[config.mk]
export PLATFORM = sky130hd
export DESIGN_NAME = lr4hp_hist_mem
export DESIGN_NICKNAME = d
export VERILOG_FILES = /design/src/hdl/lr4hp_pkg.sv /design/src/hdl/lr4hp_hist_mem.sv
export SDC_FILE = /design/constraint.sdc
export NUM_CORES = 2
export LEC_CHECK = 0
export BUFFER_PORTS_ARGS = -buffer_cell sky130_fd_sc_hd__buf_2
export CORE_UTILIZATION = 45
export CTS_CLUSTER_DIAMETER = 40
export DETAILED_ROUTE_END_ITERATION = 10
export PLACE_DENSITY_LB_ADDON = 0.12
export SETUP_SLACK_MARGIN = 0.1
export SYNTH_ARGS = -nofsm -noshare
export SYNTH_HDL_FRONTEND = slang
export SYNTH_SLANG_ARGS = --single-unit
[constraint.sdc]
create_clock -name clk -period 18.61 [get_ports clk]
set_input_delay 0.9305 -clock clk [delete_from_list [all_inputs] [get_ports clk]]
set_output_delay 0.9305 -clock clk [all_outputs]
set_load 0.05 [all_outputs]
[src/hdl/lr4hp_pkg.sv]
`timescale 1ns / 1ps
// ----------------------------------------------------------------------------
// lr4hp_pkg: shared types and constants of the fourth-order highpass
// Sample, coefficient and product types, channel payload structs, the
// register index codes and the fixed-point constants of the datapath.
// ----------------------------------------------------------------------------
package lr4hp_pkg;

  localparam int CHANNELS_DEF = 16;
  localparam int CHAN_BITS    = 4;
  localparam int SAMPLE_BITS  = 24;
  localparam int COEF_BITS    = 32;
  localparam int COEF_FRAC    = 28;
  localparam int NUM_COEFS    = 5;
  localparam int HIST_TAPS    = 4;
  // Numerator taps 1,-4,6,-4,1 grow the sample range by 16, hence four bits.
  localparam int NUM_BITS     = SAMPLE_BITS + 4;
  localparam int PROD_BITS    = COEF_BITS + NUM_BITS;
  localparam int ACC_BITS     = PROD_BITS + 4;
  localparam int CFG_IDX_BITS = 3;

  localparam logic signed [ACC_BITS-1:0] ROUND_HALF = ACC_BITS'(2 ** (COEF_FRAC - 1));
  localparam logic signed [ACC_BITS-1:0] SAT_MAX    = ACC_BITS'(2 ** (SAMPLE_BITS - 1) - 1);
  localparam logic signed [ACC_BITS-1:0] SAT_MIN    = -SAT_MAX - ACC_BITS'(1);

  typedef logic [SAMPLE_BITS-1:0]      smp_t;
  typedef logic signed [COEF_BITS-1:0] coef_t;
  typedef logic signed [PROD_BITS-1:0] prod_t;

  typedef enum logic [CFG_IDX_BITS-1:0] {
    REG_GAIN = 3'd0,
    REG_FB1  = 3'd1,
    REG_FB2  = 3'd2,
    REG_FB3  = 3'd3,
    REG_FB4  = 3'd4
  } cfg_idx_e;

  typedef struct packed {
    logic [CHAN_BITS-1:0]          channel_number;
    logic signed [SAMPLE_BITS-1:0] sample_in;
  } in_t;

  typedef struct packed {
    logic [CHAN_BITS-1:0]          channel_out;
    logic signed [SAMPLE_BITS-1:0] sample_out;
  } out_t;

  // One history row per channel; element 0 is the most recent sample.
  typedef struct packed {
    smp_t [HIST_TAPS-1:0] x_hist;
    smp_t [HIST_TAPS-1:0] y_hist;
  } row_t;

endpackage

[src/hdl/lr4hp_hist_mem.sv]
`timescale 1ns / 1ps
// ----------------------------------------------------------------------------
// lr4hp_hist_mem: per-channel history memory
// One row per channel holding the last four inputs and outputs. A row that
// was never written since reset reads as zero through its valid bit.
// ----------------------------------------------------------------------------
module lr4hp_hist_mem #(
  parameter int CHANNELS = lr4hp_pkg::CHANNELS_DEF
) (
  input  logic                                       clk,
  input  logic                                       rst_n,
  input  logic                                       rd_en,
  input  logic [(CHANNELS > 1 ? $clog2(CHANNELS) : 1)-1:0] rd_idx,
  input  logic                                       wr_en,
  input  logic [(CHANNELS > 1 ? $clog2(CHANNELS) : 1)-1:0] wr_idx,
  input  lr4hp_pkg::row_t                            wr_row,
  output lr4hp_pkg::row_t                            rd_row
);
  import lr4hp_pkg::*;

  row_t                hist_ram [CHANNELS];
  logic [CHANNELS-1:0] row_vld_r;
  logic [CHANNELS-1:0] row_vld_nxt;
  row_t                rd_row_r;
  logic                rd_vld_r;

  always_comb begin
    row_vld_nxt = row_vld_r;
    if (wr_en) begin
      row_vld_nxt[wr_idx] = 1'b1;
    end
  end

  always_ff @(posedge clk) begin
    if (!rst_n) begin
      row_vld_r <= '0;
    end else begin
      row_vld_r <= row_vld_nxt;
    end
  end

  always_ff @(posedge clk) begin
    if (wr_en) begin
      hist_ram[wr_idx] <= wr_row;
    end
  end

  always_ff @(posedge clk) begin
    if (rd_en) begin
      rd_row_r <= hist_ram[rd_idx];
      rd_vld_r <= row_vld_r[rd_idx];
    end
  end

  assign rd_row = rd_vld_r ? rd_row_r : '0;

endmodule

==> reports/results.ini <==
[yosys]
synth_area_per_cell_um2=23.1
ys_seq_elements=3281
synth-simple-area-share_pct=1.71
synth_edf_count=3265
yosys_warnings=0
async_reset_ff_share_pct=0
ys_types=28
synth_nets=5516
synth-compound-area-share_pct=2.79
ys_dominant_reg_cell=edfxtp_1
synth_area_leaders=edfxtp_1, mux4_2, a22oi_1, mux2i_1, and2_1
synth_commonest_cells=edfxtp_1, mux4_2, a22oi_1
yosysMostFrequentCell=edfxtp_1
synth_xor_area_share_pct=0
syn_inst=5312
synth_top_area_share_pct=79.9
synth_fa_ha_area_share_pct=0
yosysTopAreaCell=edfxtp_1
synth.cell_area_um2=123000
yosysSeqAreaShare_pct=80.2
synthMuxAreaShare_pct=14.2
synth_top_family_by_area=multiplexers

[detailed_routing]
wl_per_cell_um=31.6
drc_errors=0
antenna_left=0
dr.pass1.iters=5
vias=58700
finalWirelength_um=315000
dr.first_iter.drc_count=5816
via_per_inst=5.89

[floorplanning]
initial_utilization_pct=45.3
core_area_um2=271000
rows=191
die_area_um2=275000
die_y_um=524
ios=396
die_w_um=524

[grt]
grtUsageTotal_pct=23.0
first_global_vias=60800
grt_max_degree=140
antenna_found_initial=91
gr-total-overflow=0
grt_pass1_wl_um=447000

[setup_path]
critPathRequiredTime_ns=19.28
slowest_stage=buf_4
timing.rr.start=hist_ram[5][156]
end_kind=flop
cp.arrival_ns=5.69
worstPathMaxFanout=91
r2r_cells=4
slowest_delay_ns=0.82
crit_path_start=rd_idx[0]
path_cells=buf_12 > buf_4 > buf_4 > buf_4 > buf_4 > mux4_2 > a22oi_1 > nand2_1
criticalPathCategory=input pin to flop
worst_path_most_repeated_cell=buf_4
startpoint_type=input pin

[run]
drv_cap=0

[place]
placed_cell_area_um2=129000
gp_congestion=0.717
dp_hpwl_um=154000
port-buffer-count=395

[sta]
period_needed_ns=5.02
hold_slack_ns=0.362
fin_skew_ns=0.0819
slew_violations=0
worst_pin_slew_ns=1.28
setup_violations=0
rsz0062_at_grt=no
min_period_over_period_pct=27.0
timing.fmax_ghz=0.199
final.setup.tns_ns=0
hold_viol=0
max_slew_margin_pct=14.4

[hold_path]
hold_path.class=input pin to flop
hold-path-cell-count=1
hold_start=wr_row[46]

[cts]
clk_latency_ns=0.94
cts_setup_buffers=0
cts-resized-gates=0
clockBufferDepth=4
clkTransAtPathRegs_ns=0.06
cts_buffers=459
hold_buffers=0
clock_sinks=3281
tritoncts=done
htree_levels=5
cts_root_buffer=clkbuf_16

[pwr]
total_power_mw=18.0
leakagePower_nw=47.3
vdd_ir_drop_max_uv=91.6
power.density_nw_per_um2=124

[cells_and_area]
layout-drive-gt1-share_pct=31.5
fill_cells=20900
final_area_um2=145000
nets=6202
area_growth_pct=18.1
post-route-util_pct=53.5
multi_input_area_um2=23100
regArea_um2=98400

[status]
run_status=finished, final reports clean

## through the flow
step / worst slack, ns / instances
floorplan: 3.20 / 5312
finish: 13.59 / 9976
CTS: 13.40 / 9951
global route: 13.04 / 9958
global placement: 12.45 / 9107
detailed placement: 12.37 / 9107
## path summary, 6_finish.rpt
| kind | end | slack [ns] |
|---|---|---|
| setup / recovery | rd_row_r[104] | 13.59 |
| hold / removal | hist_ram[8][46] | 0.36 |
| setup reg to reg | rd_row_r[156] | 16.98 |
| hold reg to reg | row_vld_r[10] | 0.47 |
## flip-flops by register name (all words and copies together), names as in the netlist
| signal | count |
|---|---|
| hist_ram | 3072 |
| rd_row_r | 192 |
| row_vld_r | 16 |
| rd_vld_r | 1 |
## power by group
| part | internal, mW | switching [mW] | leakage (nW) |
|---|---|---|---|
| sequential | 8.33 | 0.0459 | 29.8 |
| clock | 5.48 | 3.32 | 7.50 |
| combinational | 0.277 | 0.531 | 10.0 |
## worst max-delay path, delay by kind of cell
| family | cells | cell delay (ns) |
|---|---|---|
| buffers and inverters | 5 | 3.59 |
| multiplexers | 1 | 0.61 |
| AND/OR/NAND/NOR | 1 | 0.08 |
| AO/OA/AOI/OAI | 1 | 0.25 |
## layout make-up
| type | count | area share, % |
|---|---|---|
| antenna | 25 | 0.0432 |
| clock buffer | 491 | 8.05 |
| clock inverter | 353 | 2.79 |
| inverter | 1 | 0.00432 |
| multi-input combinational | 1737 | 15.9 |
| sequential | 3281 | 67.9 |
| tap | 3570 | 3.08 |
| timing repair buffer | 518 | 2.19 |
## cells in the final DEF (no fill, tap or decap), types with 4 or more instances in the layout
cell | synthesis | routed
clkinv_4 | 0 | 38
a21oi_1 | 40 | 40
o211ai_1 | 31 | 31
buf_12 | 0 | 19
inv_8 | 0 | 6
clkinv_1 | 1 | 58
clkinvlp_4 | 0 | 64
o21a_1 | 16 | 16
a22oi_1 | 330 | 330
clkinv_8 | 0 | 5
nand2_1 | 170 | 170
nor3_2 | 0 | 4
buf_2 | 81 | 390
diode_2 | 0 | 25
and2_1 | 194 | 192
clkbuf_1 | 149 | 29
nor2b_4 | 0 | 5
mux2i_1 | 144 | 144
nor2b_1 | 16 | 11
clkbuf_16 | 0 | 462
dfxtp_1 | 16 | 16
bufinv_16 | 0 | 65
clkinv_2 | 0 | 58
edfxtp_1 | 3265 | 3265
a211oi_1 | 27 | 27
nor2_4 | 0 | 17
mux4_2 | 708 | 708
buf_4 | 15 | 105
inv_6 | 0 | 53
o22ai_1 | 27 | 27
## metal layers
metal,track usage (%),part of all wire (%)
met5,0,0.12
met4,5.58,2.0
met3,4.77,7.1
met2,36.4,48
met1,32.9,43
## logic make-up (layout without fill, tap and decap cells)
logic type,count (synthesis),after routing
AOI/OAI and AO/OA,475,475
buffers and inverters,294,1363
DFF,3281,3281
muxes,852,852
other,0,25
and+or+nand+nor,410,410
Note: power is estimated with default switching activity, not from simulation.
