## src/hdl/lr4hp_pkg.sv

```systemverilog
`timescale 1ns / 1ps
// ----------------------------------------------------------------------------
// lr4hp_pkg: shared types and constants of the fourth-order highpass
// Sample, coefficient and product types, channel payload structs, the
// register index codes and the fixed-point constants of the datapath.
// ----------------------------------------------------------------------------
package lr4hp_pkg;

  localparam int CHANNELS_DEF = 16;
  localparam int CHAN_BITS    = 4;
  localparam int SAMPLE_BITS  = 24;
  localparam int COEF_BITS    = 32;
  localparam int COEF_FRAC    = 28;
  localparam int NUM_COEFS    = 5;
  localparam int HIST_TAPS    = 4;
  // Numerator taps 1,-4,6,-4,1 grow the sample range by 16, hence four bits.
  localparam int NUM_BITS     = SAMPLE_BITS + 4;
  localparam int PROD_BITS    = COEF_BITS + NUM_BITS;
  localparam int ACC_BITS     = PROD_BITS + 4;
  localparam int CFG_IDX_BITS = 3;

  localparam logic signed [ACC_BITS-1:0] ROUND_HALF = ACC_BITS'(2 ** (COEF_FRAC - 1));
  localparam logic signed [ACC_BITS-1:0] SAT_MAX    = ACC_BITS'(2 ** (SAMPLE_BITS - 1) - 1);
  localparam logic signed [ACC_BITS-1:0] SAT_MIN    = -SAT_MAX - ACC_BITS'(1);

  typedef logic [SAMPLE_BITS-1:0]      smp_t;
  typedef logic signed [COEF_BITS-1:0] coef_t;
  typedef logic signed [PROD_BITS-1:0] prod_t;

  typedef enum logic [CFG_IDX_BITS-1:0] {
    REG_GAIN = 3'd0,
    REG_FB1  = 3'd1,
    REG_FB2  = 3'd2,
    REG_FB3  = 3'd3,
    REG_FB4  = 3'd4
  } cfg_idx_e;

  typedef struct packed {
    logic [CHAN_BITS-1:0]          channel_number;
    logic signed [SAMPLE_BITS-1:0] sample_in;
  } in_t;

  typedef struct packed {
    logic [CHAN_BITS-1:0]          channel_out;
    logic signed [SAMPLE_BITS-1:0] sample_out;
  } out_t;

  // One history row per channel; element 0 is the most recent sample.
  typedef struct packed {
    smp_t [HIST_TAPS-1:0] x_hist;
    smp_t [HIST_TAPS-1:0] y_hist;
  } row_t;

endpackage

```

## src/hdl/lr4hp_round_sat.sv

```systemverilog
`timescale 1ns / 1ps
// ----------------------------------------------------------------------------
// lr4hp_round_sat: accumulate, round and saturate
// Sums the feedforward product minus the feedback products, rounds half up
// at the coefficient binary point and clamps to the sample range.
// ----------------------------------------------------------------------------
module lr4hp_round_sat (
  input  lr4hp_pkg::prod_t                         prod [lr4hp_pkg::NUM_COEFS],
  output logic signed [lr4hp_pkg::SAMPLE_BITS-1:0] sample
);
  import lr4hp_pkg::*;

  logic signed [ACC_BITS-1:0] acc;
  logic signed [ACC_BITS-1:0] shf;

  always_comb begin
    acc = ACC_BITS'(prod[0]) + ROUND_HALF;
    for (int i = 1; i < NUM_COEFS; i++) begin
      acc = acc - ACC_BITS'(prod[i]);
    end
    shf = acc >>> COEF_FRAC;
    if (shf > SAT_MAX) begin
      sample = SAMPLE_BITS'(SAT_MAX);
    end else if (shf < SAT_MIN) begin
      sample = SAMPLE_BITS'(SAT_MIN);
    end else begin
      sample = SAMPLE_BITS'(shf);
    end
  end

endmodule

```

## config.mk

```make
export PLATFORM = sky130hd
export DESIGN_NAME = lr4hp_round_sat
export DESIGN_NICKNAME = d
export VERILOG_FILES = /design/src/hdl/lr4hp_pkg.sv /design/src/hdl/lr4hp_round_sat.sv
export SDC_FILE = /design/constraint.sdc
export NUM_CORES = 1
export LEC_CHECK = 0
export BUFFER_PORTS_ARGS = -buffer_cell sky130_fd_sc_hd__buf_4
export CORE_MARGIN = 2
export CORE_UTILIZATION = 40
export DETAILED_ROUTE_END_ITERATION = 10
export PLACE_DENSITY = 0.65
export SLEW_MARGIN = 30
export SYNTH_ARGS = -nofsm -noshare
export SYNTH_HDL_FRONTEND = slang
export SYNTH_SLANG_ARGS = --single-unit
export TNS_END_PERCENT = 50
```

## constraint.sdc

```tcl
create_clock -name vclk -period 9.9
set_input_delay 0.495 -clock vclk [all_inputs]
set_output_delay 0.495 -clock vclk [all_outputs]
set_load 0.01 [all_outputs]
```

==> results of run 1 <==
-- power by group --
group	switching (uW)	total (uW)	internal, uW
Clock	0	0	0
Sequential	0	0	0
Combinational	1860	3090	1230
Total	1860	3090	1230
-- metrics by stage --
stage | power (uW) | setup slack, ps | utilization, % | cells | area (sq um)
after floorplan | 2180 | 4490 | - | 1309 | 10100
after global placement | 3080 | 3640 | 51.2 | 1938 | 12800
after detailed placement | 3090 | 3550 | 51.2 | 1938 | 12800
after CTS | 3110 | 3510 | 51.2 | 1938 | 12800
after global routing | 3460 | 3280 | 51.2 | 1938 | 12800
final | 3090 | 3490 | 51.2 | 1938 | 12800
-- layout make-up --
cell class                 count  area, sq um  area share (%)
multi-input combinational    784         8100            63.1
timing repair buffer         326         2450            19.1
inverter                     498         1870            14.6
tap                          330          413            3.22
-- layout by cell type (no fill, tap or decap), types with 13 or more instances in the layout --
| cell | n |
|---|---|
| sky130_fd_sc_hd__nand2_1 | 60 |
| sky130_fd_sc_hd__nand4_1 | 28 |
| sky130_fd_sc_hd__fa_1 | 180 |
| sky130_fd_sc_hd__a21oi_1 | 80 |
| sky130_fd_sc_hd__inv_1 | 498 |
| sky130_fd_sc_hd__o21ai_0 | 56 |
| sky130_fd_sc_hd__xnor2_1 | 13 |
| sky130_fd_sc_hd__buf_4 | 326 |
| sky130_fd_sc_hd__o21ai_2 | 20 |
| sky130_fd_sc_hd__nor2_1 | 42 |
| sky130_fd_sc_hd__xor2_1 | 15 |
| sky130_fd_sc_hd__ha_1 | 121 |
| sky130_fd_sc_hd__nor3_1 | 16 |
-- critical path: stages --
cell,delay [ps]
sky130_fd_sc_hd__buf_4,80
sky130_fd_sc_hd__inv_1,40
sky130_fd_sc_hd__fa_1,510
sky130_fd_sc_hd__fa_1,550
sky130_fd_sc_hd__inv_1,60
sky130_fd_sc_hd__fa_1,520
sky130_fd_sc_hd__inv_1,40
sky130_fd_sc_hd__ha_1,390
sky130_fd_sc_hd__a21oi_1,390
sky130_fd_sc_hd__o21a_1,240
sky130_fd_sc_hd__o211ai_1,150
sky130_fd_sc_hd__nand4b_1,410
sky130_fd_sc_hd__o21a_1,340
sky130_fd_sc_hd__o211a_1,240
sky130_fd_sc_hd__nor4_1,250
sky130_fd_sc_hd__nand4_1,130
sky130_fd_sc_hd__o41a_1,410
sky130_fd_sc_hd__buf_4,270
sky130_fd_sc_hd__o21ai_0,230
sky130_fd_sc_hd__buf_4,150
-- cell families (layout without fill, tap and decap cells) --
kind of cell / Yosys count / after routing / synth area share [%]
buffers and inverters: 525 / 824 / 20.0
muxes: 3 / 3 / 0.322
AOI/OAI and AO/OA: 248 / 248 / 16.0
xor gates and xnor gates: 29 / 29 / 2.59
adders and majority gates: 301 / 301 / 50.6
and+or+nand+nor: 203 / 203 / 10.6
-- worst max path at each step --
stage                     startpoint    endpoint  slack (ps)
after global placement     prod[100]   sample[0]        3640
after detailed placement   prod[100]   sample[2]        3550
after floorplan            prod[113]  sample[10]        4490
final                      prod[100]   sample[2]        3490
after CTS                  prod[100]   sample[2]        3510
after global routing       prod[100]   sample[1]        3280
-- per-layer routing --
layer | up-vias | GRT usage [%]
met5 | - | 0
met4 | 0 | 2.21
met3 | 26 | 1.50
met2 | 275 | 35.3
met1 | 4275 | 25.0
li1 | 4629 | -
==> impl_metrics.env, run 1 <==
export IMPL_run_status="complete, no violations"
export IMPL_fp_dieW_um=163
export IMPL_tns_ps=0
export IMPL_place_detailed_hpwl_um=23600
export IMPL_leakagePower_uw=0.00735
export IMPL_synth_top_cell_by_area="sky130_fd_sc_hd__fa_1"
export IMPL_m1WireLength_um=11000
export IMPL_synth_most_common_cell="sky130_fd_sc_hd__inv_1"
export IMPL_dieHeight_um=163
export IMPL_max_vdd_ir_drop_uv=200
export IMPL_rsz0062_at_grt="false"
export IMPL_worst_hold_path_num_cells=6
export IMPL_dr_total_vias=9205
export IMPL_postCtsSetupRepairBufs=0
export IMPL_worstMarginPinSlew_ps=710
export IMPL_worst_endpoint_required_time_ps=9410
export IMPL_wire_length_of_the_first_global_routing_pass_um=42200
export IMPL_arrival_ps=5920
export IMPL_setup_viol=0
export IMPL_synth_cell_types=73
export IMPL_ant_nets=0
export IMPL_port_buffer_count=324
export IMPL_design_portCount=324
export IMPL_setup_worst_path_class="primary input to output port"
export IMPL_min_to="sample[23]"
export IMPL_placeableCoreArea_sq_um=25000
export IMPL_synthesis_area_per_instance_sq_um=7.73
export IMPL_ctsResizeCount=0
export IMPL_diodes=0
export IMPL_grt_usage_pct=19.1
export IMPL_area_growth_syn_to_layout_pct=26.8
export IMPL_synth_warning_count=0
export IMPL_timing_max_cap_violations=0
export IMPL_vias_in_the_first_global_route=9312
export IMPL_sum_of_met2_wire_segment_lengths_after_detailed_routing_um=12700
export IMPL_die_area_sq_um=26600
export IMPL_detail_route_wirelength_um=25400
export IMPL_synthesis_nets=1910
export IMPL_pwr_density_cell_nw_per_um2=241
export IMPL_finalHoldViolations=0
export IMPL_number_of_standard_cells_after_synthesis=1309
export IMPL_worst_slew_margin_rel_pct=52.4
export IMPL_fmaxAchievable_mhz=156
export IMPL_final_fill_count=2435
export IMPL_hp_start="prod[299]"
export IMPL_hold_slack_ps=1940
export IMPL_final_period_minus_worst_setup_slack_ps=6410
export IMPL_synth_cell_area_sq_um=10100
export IMPL_placementRows=58
export IMPL_grt_start_max_net_pins=24
export IMPL_routed_via_density=4.75
export IMPL_post_drt_wl_per_cell_um=13.1
export IMPL_drc_errors=0
export IMPL_yosys_area_top_type_share_pct=35.6
export IMPL_top_layer="met4"
export IMPL_synth_seq_area_share_pct=0
export IMPL_detailedRoute_firstPassIterationCount=5
export IMPL_ranking_of_synthesized_cells_by_instance_count="sky130_fd_sc_hd__inv_1 (498), sky130_fd_sc_hd__fa_1 (180), sky130_fd_sc_hd__ha_1 (121)"
export IMPL_floorplan_initialDensity_pct=40.4
export IMPL_gp_routability_congestion=0.869
export IMPL_final_period_utilization_pct=64.8
export IMPL_final_max_slew_violation_count=0
export IMPL_critical_path_peak_fanout=23
export IMPL_start_kind="primary input"
export IMPL_storage_element_area_sq_um=0
export IMPL_setup_worst_path_end_class="output port"
export IMPL_final_net_count=2211
export IMPL_dr_first_iter_drc_count=326
export IMPL_ys_top_cells_by_area="sky130_fd_sc_hd__fa_1 (36%), sky130_fd_sc_hd__inv_1 (18%), sky130_fd_sc_hd__ha_1 (15%)"
export IMPL_holdCritPathClass="primary input to output port"
export IMPL_final_layout_size_suffix_gt1_share_pct=23.0
export IMPL_antenna_violations_before_repair=0
export IMPL_design_seq_count=0
export IMPL_cts_hold_fix_buffers=0
export IMPL_dr_wl_met3_um=1370
export IMPL_clkbuf_count=0
export IMPL_overflow=0
(Power assumes the default switching activity.)
==> inputs of run 2 (changes only) <==
ABC_AREA = 1   (was not set)
PLACE_DENSITY = 0.67   (was 0.65)
clock period = 5.5 ns   (was 9.9 ns; I/O delays follow)
==> impl_metrics.env, run 2 <==
export IMPL_synth_cell_types=29
export IMPL_dr_first_iter_drc_count=429
export IMPL_overflow=0
export IMPL_storage_element_area_sq_um=0
export IMPL_grt_start_max_net_pins=24
export IMPL_place_detailed_hpwl_um=29200
export IMPL_area_growth_syn_to_layout_pct=25.5
export IMPL_synth_warning_count=0
export IMPL_gp_routability_congestion=0.881
export IMPL_placementRows=61
export IMPL_dieHeight_um=172
export IMPL_final_net_count=2752
export IMPL_design_portCount=324
export IMPL_pwr_density_cell_nw_per_um2=439
export IMPL_worstMarginPinSlew_ps=582
export IMPL_max_vdd_ir_drop_uv=362
export IMPL_post_drt_wl_per_cell_um=12.2
export IMPL_cts_hold_fix_buffers=0
export IMPL_setup_worst_path_end="sample[12]"
export IMPL_setup_worst_path_end_class="output port"
export IMPL_worst_endpoint_required_time_ps=5220
export IMPL_ant_nets=0
export IMPL_setup_viol=0
export IMPL_synthesis_area_per_instance_sq_um=6.21
export IMPL_synth_seq_area_share_pct=0
export IMPL_routed_via_density=4.40
export IMPL_fp_dieW_um=172
export IMPL_leakagePower_uw=0.00925
export IMPL_final_max_slew_violation_count=0
export IMPL_ranking_of_synthesized_cells_by_instance_count="sky130_fd_sc_hd__inv_1 (706), sky130_fd_sc_hd__nand2_1 (506), sky130_fd_sc_hd__fa_1 (180)"
export IMPL_worst_slew_margin_rel_pct=61.0
export IMPL_postCtsSetupRepairBufs=0
export IMPL_drc_errors=0
export IMPL_floorplan_initialDensity_pct=40.7
export IMPL_antenna_violations_before_repair=0
export IMPL_yosys_area_top_type_share_pct=31.8
export IMPL_hold_slack_ps=1500
export IMPL_port_buffer_count=324
export IMPL_die_area_sq_um=29700
export IMPL_finalHoldViolations=0
export IMPL_setup_worst_path_class="primary input to output port"
export IMPL_most_common_layout_cells="sky130_fd_sc_hd__inv_1 (706), sky130_fd_sc_hd__nand2_1 (506), sky130_fd_sc_hd__buf_4 (325), sky130_fd_sc_hd__fa_1 (180), sky130_fd_sc_hd__ha_1 (121)"
export IMPL_vias_in_the_first_global_route=11225
export IMPL_cp_startpoint="prod[116]"
export IMPL_grt_usage_pct=21.2
export IMPL_holdCritPathClass="primary input to output port"
export IMPL_wire_length_of_the_first_global_routing_pass_um=51200
export IMPL_diodes=0
export IMPL_start_kind="primary input"
export IMPL_rsz0062_at_grt="false"
export IMPL_fmaxAchievable_mhz=200
export IMPL_run_status="complete, no violations"
export IMPL_design_seq_count=0
export IMPL_synth_cell_area_sq_um=11300
export IMPL_finalPower_uw=6250
export IMPL_synthesis_nets=2428
export IMPL_final_period_utilization_pct=91.0
export IMPL_critical_path_peak_fanout=23
export IMPL_utilization_pct=51.1
export IMPL_timing_max_cap_violations=0
export IMPL_final_period_minus_worst_setup_slack_ps=5000
export IMPL_ctsResizeCount=0
export IMPL_detailedRoute_firstPassIterationCount=5
export IMPL_number_of_standard_cells_after_synthesis=1827
export IMPL_dr_total_vias=11117
export IMPL_clkbuf_count=0
export IMPL_final_layout_size_suffix_gt1_share_pct=16.3
export IMPL_arrival_ps=4730
export IMPL_detail_route_wirelength_um=30900
export IMPL_synth_top_cell_by_area="sky130_fd_sc_hd__fa_1"
export IMPL_synth_most_common_cell="sky130_fd_sc_hd__inv_1"
export IMPL_tns_ps=0
export IMPL_placeableCoreArea_sq_um=27900
export IMPL_mostFrequentLayoutCell="sky130_fd_sc_hd__inv_1"
export IMPL_ys_top_cells_by_area="sky130_fd_sc_hd__fa_1 (32%), sky130_fd_sc_hd__inv_1 (23%), sky130_fd_sc_hd__nand2_1 (17%)"
## run 2: changes by cell type in the layout (fill, tap and decap cells not counted), sizes merged, moves of 6 or more
| cell | previous run | this run |
|---|---|---|
| nor3 | 16 | 8 |
| inv | 498 | 709 |
| nand4 | 32 | 5 |
| a21oi | 80 | 61 |
| nor2 | 42 | 107 |
| nor4 | 7 | 1 |
| a211oi | 11 | 0 |
| xor2 | 16 | 9 |
| nand3 | 12 | 49 |
| o211ai | 11 | 0 |
| nand2 | 60 | 513 |
| a21o | 10 | 0 |
| o21ai | 78 | 13 |
## run 2: critical path, stage by stage
cell	delay [ps]
sky130_fd_sc_hd__buf_4	70
sky130_fd_sc_hd__inv_1	40
sky130_fd_sc_hd__fa_1	540
sky130_fd_sc_hd__inv_1	60
sky130_fd_sc_hd__fa_1	510
sky130_fd_sc_hd__fa_1	550
sky130_fd_sc_hd__inv_1	40
sky130_fd_sc_hd__ha_1	450
sky130_fd_sc_hd__nand2_1	160
sky130_fd_sc_hd__nor2_1	170
sky130_fd_sc_hd__inv_1	90
sky130_fd_sc_hd__nor2_1	130
sky130_fd_sc_hd__nand2_1	130
sky130_fd_sc_hd__nor2_1	210
sky130_fd_sc_hd__nand2_1	130
sky130_fd_sc_hd__nand2_1	120
sky130_fd_sc_hd__nand2_1	50
sky130_fd_sc_hd__nand2_1	80
sky130_fd_sc_hd__nand2_1	70
sky130_fd_sc_hd__nor3_2	170
sky130_fd_sc_hd__nand3_2	110
sky130_fd_sc_hd__nand2_4	280
sky130_fd_sc_hd__nand2_1	120
sky130_fd_sc_hd__buf_4	160
## run 2: power breakdown
part	internal, uW	switching, uW
clock	0	0
combinational	2310	3940
sequential	0	0
## run 2: metal layers
| layer | GRT usage (%) | share of wire (%) |
|---|---|---|
| met5 | 0 | 0 |
| met4 | 1.39 | 0.71 |
| met3 | 1.24 | 5.4 |
| met2 | 39.1 | 49 |
| met1 | 28.5 | 45 |
## run 2: stage by stage
step	setup WS, ps	instances	area, sq um
after floorplan	1370	1827	11300
after global placement	496	2527	14200
after detailed placement	519	2527	14200
after CTS	505	2527	14200
after global routing	169	2527	14200
final	496	2527	14200
## run 2: cell families after synthesis
| logic type | count (synthesis) | share of synthesized area (%) |
|---|---|---|
| xor+xnor | 23 | 1.78 |
| buf+inv | 713 | 23.9 |
| fa+ha+maj | 301 | 45.1 |
| compound gates | 95 | 4.57 |
| simple gates | 695 | 24.7 |
## run 2: worst min-delay path by stage
| stage | from | to | slack (ps) | cells after the start |
|---|---|---|---|---|
| final | prod[289] | sample[22] | 1500 | 8 |
| after global routing | prod[289] | sample[22] | 1600 | 8 |
| after CTS | prod[289] | sample[22] | 1510 | 8 |
| after detailed placement | prod[289] | sample[22] | 1520 | 8 |
| after global placement | prod[289] | sample[22] | 1500 | 8 |
| after floorplan | prod[289] | sample[22] | 1220 | 6 |
## run 2: final cells by class
cell class	instances	area (sq um)
fillers	2917	13600
inverters	709	2660
multi-input cells	1114	8630
well taps	378	473
repair buffers	326	2460
